## src/rtl/core/sbs_pkg.sv

```systemverilog
// ----------------------------------------------------------------------------
// Segment/box slab test package
// Shared widths for the slab test datapath and its divider lanes.
// ----------------------------------------------------------------------------
package sbs_pkg;
	localparam int COORD_W = 32;          // signed fixed-point coordinate
	localparam int DIFF_W  = COORD_W + 1; // exact difference of two coordinates
	localparam int EPS_W   = 16;          // parallel threshold register
endpackage

```

## src/rtl/core/sbs_slab_div.sv

```systemverilog
// ----------------------------------------------------------------------------
// Slab parameter divider
// Pipelined restoring divider computing floor(diff * 2^FRAC_BITS / d),
// saturated to [-1, 2^FRAC_BITS + 1]. One quotient bit per stage.
// Input register, step stages and output register advance when en is high.
// ----------------------------------------------------------------------------
module sbs_slab_div #(
	parameter int FRAC_BITS = 16
) (
	input  logic                                  clk,
	input  logic                                  en,
	input  logic signed [sbs_pkg::DIFF_W-1:0]     diff,
	input  logic signed [sbs_pkg::DIFF_W-1:0]     d,
	output logic signed [FRAC_BITS+2:0]           q
);
	import sbs_pkg::*;

	localparam int QBITS = FRAC_BITS + 1;
	localparam int QW    = FRAC_BITS + 3;
	localparam int RW    = DIFF_W + 1;

	typedef struct packed {
		logic neg;
		logic zero;
		logic sat;
	} div_class_t;

	logic [DIFF_W-1:0] a_abs;
	logic [DIFF_W-1:0] b_abs;
	div_class_t        cls_in;

	logic [RW-1:0]     r_s   [0:QBITS];
	logic [DIFF_W-1:0] b_s   [0:QBITS];
	logic [QBITS-1:0]  qv_s  [0:QBITS];
	div_class_t        cls_s [0:QBITS];

	localparam logic [QBITS-1:0] T_SAT  = QBITS'((1 << FRAC_BITS) + 1);
	localparam logic signed [QW-1:0] Q_SAT = QW'((1 << FRAC_BITS) + 1);

	always_comb begin
		a_abs       = diff[DIFF_W-1] ? DIFF_W'(-diff) : DIFF_W'(diff);
		b_abs       = d[DIFF_W-1] ? DIFF_W'(-d) : DIFF_W'(d);
		cls_in.zero = (diff == '0);
		cls_in.neg  = (diff != '0) && (diff[DIFF_W-1] != d[DIFF_W-1]);
		// quotient at or above 2^(FRAC_BITS+1) saturates anyway
		cls_in.sat  = {1'b0, a_abs} >= {b_abs, 1'b0};
	end

	always_ff @(posedge clk) begin
		if (en) begin
			r_s[0]   <= {1'b0, a_abs};
			b_s[0]   <= b_abs;
			qv_s[0]  <= '0;
			cls_s[0] <= cls_in;
		end
	end

	for (genvar i = 0; i < QBITS; i++) begin : g_step
		logic          ge;
		logic [RW-1:0] rem;
		always_comb begin
			ge  = r_s[i] >= {1'b0, b_s[i]};
			rem = ge ? r_s[i] - {1'b0, b_s[i]} : r_s[i];
		end
		always_ff @(posedge clk) begin
			if (en) begin
				r_s[i+1]   <= {rem[RW-2:0], 1'b0};
				b_s[i+1]   <= b_s[i];
				qv_s[i+1]  <= {qv_s[i][QBITS-2:0], ge};
				cls_s[i+1] <= cls_s[i];
			end
		end
	end

	always_ff @(posedge clk) begin
		if (en) begin
			if (cls_s[QBITS].neg)
				q <= '1;
			else if (cls_s[QBITS].zero)
				q <= '0;
			else if (cls_s[QBITS].sat || qv_s[QBITS] > T_SAT)
				q <= Q_SAT;
			else
				q <= QW'({2'b00, qv_s[QBITS]});
		end
	end
endmodule
```

## config.mk

```make
export PLATFORM = sky130hd
export DESIGN_NAME = sbs_slab_div
export DESIGN_NICKNAME = d
export VERILOG_FILES = /design/src/rtl/core/sbs_pkg.sv /design/src/rtl/core/sbs_slab_div.sv
export SDC_FILE = /design/constraint.sdc
export NUM_CORES = 2
export LEC_CHECK = 0
export BUFFER_PORTS_ARGS = -buffer_cell sky130_fd_sc_hd__buf_4
export CAP_MARGIN = 10
export CORE_MARGIN = 5
export CORE_UTILIZATION = 55
export CTS_BUF_LIST = sky130_fd_sc_hd__clkbuf_4 sky130_fd_sc_hd__clkbuf_8
export CTS_CLUSTER_DIAMETER = 150
export DETAILED_ROUTE_END_ITERATION = 10
export HOLD_SLACK_MARGIN = 0.02
export PLACE_DENSITY = 0.74
export SYNTH_ARGS = -nofsm -noshare
export SYNTH_HDL_FRONTEND = slang
export SYNTH_SLANG_ARGS = --single-unit
```

## constraint.sdc

```tcl
create_clock -name clk -period 4.1 [get_ports clk]
set_input_delay 0.41 -clock clk [delete_from_list [all_inputs] [get_ports clk]]
set_output_delay 0.41 -clock clk [all_outputs]
set_load 0.02 [all_outputs]
```

======== After elaboration in Yosys (flattened, before gate mapping) ========
Memories as Yosys holds them, arrays and structs flattened.
Index checks and enable logic that the tools add are counted.
operators by class
  $add $sub $neg .......................... 19
  $lt $le $gt $ge ......................... 19
  equal/unequal tests ..................... 1
  muxes and demuxes ....................... 23
  reductions and logical operators ........ 4
operators with widths
  operator              count
  $mux 33               19
  $ge 34x33->1          17
  $sub 33x33->33        17
  $neg 33->33           2
  $ge 33x34->1          1
  $mux 17               2
  $logic_not 33->1      1
  $reduce_bool 33->1    1
  $gt 17x17->1 const B  1
  $mux 1                2
  $logic_and 1x1->1     1
  $logic_or 1x1->1      1
  $ne 1x1->1            1
storage, ports and cells
  flip-flop bits (word level) ............. 19
  memory bits (writable) .................. 1566
  bits of input ports ..................... 68
  output and inout bits ................... 19
  logic and storage cells ................. 71
  memories kept ........................... 4
memory list
  memory  words  width  read ports  clocked after memory_dff  wr ports  RTL line            text
  r_s     18     34     17          0                         18        sbs_slab_div.sv:32  logic [RW-1:0] r_s [0:QBITS];
  b_s     18     33     17          0                         18        sbs_slab_div.sv:33  logic [DIFF_W-1:0] b_s [0:QBITS];
  qv_s    18     17     18          0                         18        sbs_slab_div.sv:34  logic [QBITS-1:0] qv_s [0:QBITS];
  cls_s   18     3      18          0                         18        sbs_slab_div.sv:35  div_class_t cls_s [0:QBITS];

======== Longest topological paths before layout ========
An unclocked memory read counts as a cell.
  word-level depth ........................ 5
  depth in mapped cells ................... 20
  mapped depth without buffers ............ 20

======== Least setup slack after synthesis ========
No wires, ideal clock.
  path type ............................... input to register
  start point ............................. in d[9] in the netlist's numbering
  end point ............................... mem cls_s[0][0] in the netlist's numbering (data pin)
  library setup time ...................... 266 ps
  arrival time ............................ 3865 ps
  required time ........................... 3834 ps
  setup slack ............................. -31 ps
  cell stages on the path ................. 16
  path buffers ............................ 0
  path through ............................ or4_4 -> nor4_4 -> nand2b_1 -> or2_1 -> or3_1 -> or4_1 -> o31ai_1 -> xnor2_1 -> inv_1 -> ha_1 -> a21o_1 -> a21o_1 -> a21oi_1 -> o211ai_1 -> a221oi_1 -> a21oi_1
RTL lines
  element      RTL line            text
  from (decl)  sbs_slab_div.sv:13  input logic signed [sbs_pkg::DIFF_W-1:0] d,
  to (decl)    sbs_slab_div.sv:35

==> metrics.txt <==
CP Class input port to register; Synth Register Bits 1347; Die Ht 384 um; global route overflow 0; final setup violation count 0; Syn Area/Cell 11.2 um^2; Root Buffer clkbuf_8; fin crit share 97.4%; Post-Syn Nets 7533; Nets 8035; synth warn 0; Hold WC Path Type input port to register; area delta synth->final 13.2%; Worst-Skew Late Latency 0.95 ns; count of different cell masters after synthesis 86; Post-Syn Instances 6855; Avg Vias per Cell 5.61; Worst Setup Slack, final 0.108 ns; Max Clock Freq 0.251 GHz; starting density of the core 55.2%; vias in the first global route 55100; global-route wire length before repair 265000 um; Final GP Congestion 0.920; Power per Cell Area 741 nW/um^2; drt first pass iters 6; CTS Buf Count 220; final hold violation count 0; Residual DRC 0; CP Data Required Time 4.78 ns; Max Root-Sink Buffers 3; TritonCTS sink count 1347; largest net degree at the start of global routing 115; fin util 62.5%; Vias 52800; clock skew 0.0401 ns; mapped cell area 76800 um^2; share of post-route cells with drive strength above 1 12.6%; pre-CTS setup slack -0.389 ns; CP endpoint kind register; Routed WL 165000 um; Final Critical Period 3.99 ns; die width 384 um; Iteration-0 DRC Markers 2809; Worst-Margin Slew 0.965 ns; CTS tree built; Slew Limit Fails 0; met3 usage 2.91%; Post-synth EDFFs 1347; I/O Buffers 86; post-route ant nets 0; clk slew on worst S/H paths 0.06 ns; initial antenna violation count 2; met2 usage 45.1%; most common cell after layout, fill and taps aside edfxtp_1; Die Area 147000 um^2; final instance area 87000 um^2; commonest register cell after synthesis edfxtp_1; Slew HR 35.4%; most frequent cells in the layout edfxtp_1 (1347), inv_1 (730), ha_1 (591); DPL Wire Length 125000 um; Max Cap Viol 0; startpoint types input port; Wirelength per Cell 17.5 um; io pins 87; gr busiest metal met2; crit path DAT 4.68 ns; FP Rows 137; core area 139000 um^2; status finished, final reports clean; GR met1 Demand/Resource 20.1%; sequential element share of the synthesized area 52.6%; Async S/R FF share, synth 0%; crit-path max FO 4; hold_ws 0.184 ns; GR Util All Layers 22.3%; leakage power 36.1 nW; VDD IR-drop max 0.000529 V; Post-DP Area 81500 um^2; H-tree depth 4
## registers in the layout (all words and copies together) (netlist names)
register  flops
qv_s        153
r_s         561
q            18
b_s         561
cls_s        54
## where the power goes
part | leakage, nW | switching, W | internal, W
logic | 20.6 | 0.0170 | 0.0140
clock network | 2.28 | 0.00543 | 0.00599
registers | 13.2 | 0.00172 | 0.0204
## final cells by class
type                    instances  area [um^2]
inverters                     730         2740
well taps                    1876         2350
multi-input cells            4646        33400
clock inverters               118          790
fillers                     10800        52200
repair buffers                412         3740
diodes                          1         2.50
flip-flops and latches       1347        40400
clock buffers                 284         3510
## Yosys cell counts, drive strengths merged (9+ instances only)
cell       n  share of area, %
a211o     24              0.27
a211oi    26              0.25
a21boi    15              0.15
a21o     275               2.7
a21oi    553               3.6
a221oi     9              0.10
a31o      14              0.16
a31oi     51              0.42
a41oi     15              0.18
and2      17              0.14
and3      44              0.36
and4      13              0.15
buf       30              0.20
clkbuf   102              0.50
edfxtp  1347                53
fa        16              0.42
ha       594               9.7
inv      730               3.6
mux2     215               3.2
mux2i     10              0.13
nand2    495               2.4
nand2b   105              0.85
nand3     89              0.58
nand4     80              0.65
nor2     344               1.7
nor2b     88              0.72
nor3      89              0.58
nor4      34              0.30
o211ai    33              0.33
o21a      70              0.68
o21ai    487               3.2
o21bai    75              0.73
o31a      30              0.34
o31ai     49              0.48
o41ai     20              0.25
or2       30              0.24
or3       30              0.25
xnor2    315               3.6
xor2     192               2.2
## per-stage QoR
step,power (W),instances,setup TNS [ns]
3_3_place_gp,0.0519,8905,-0.408
6_report,0.0645,9414,0
5_1_grt,0.0692,9414,-0.0923
2_1_floorplan,0.0444,6855,0
3_5_place_dp,0.0527,8905,-0.389
4_1_cts,0.0646,9412,0
## final timing paths
path	end	slack [ns]	start	cells past startpoint
max reg2reg	r_s[8][26]	0.14	r_s[7][8]	12
max	cls_s[0][0]	0.11	d[8]	18
min	b_s[0][7]	0.18	d[7]	5
min reg2reg	qv_s[17][10]	0.41	qv_s[16][9]	0
## what timing repair did
item | in CTS | in global routing
hold endpoints to repair | 81 | 0
resized for setup | 0 | 32
setup endpoints to repair | 0 | 96
hold buffers | 105 | 0
buffers inserted | 0 | 2
## critical path: stages
cell and delay, ns:
dlymetal6s4s_1 0.24, buf_4 0.14, or4_4 0.56, nor4_4 0.33, nand2b_1 0.11, or2_1 0.27, or3_4 0.42, or4_4 0.59
o31ai_4 0.24, xnor2_1 0.15, inv_1 0.09, ha_4 0.22, a21o_1 0.17, a21o_1 0.15, a21oi_2 0.11, o211ai_1 0.10
a221oi_1 0.26, a21oi_1 0.10
## routing by layer
layer / routed length, um / share of wire, %
met2: 92700 / 56
met5: 0 / 0
met3: 4970 / 3.0
met1: 55600 / 34
met4: 11600 / 7.1
## logic make-up (layout without fill, tap and decap cells)
group / Yosys count / in the layout / share of synthesized area, %
compound gates: 1819 / 1819 / 14.7
xor+xnor: 507 / 507 / 5.79
fa+ha+maj: 610 / 610 / 10.1
buf+inv: 862 / 1544 / 4.26
flops: 1347 / 1347 / 52.6
mux: 225 / 225 / 3.28
other cells: 0 / 1 / 0
simple gates: 1485 / 1485 / 9.22
Power figures use the tool's default switching activity.
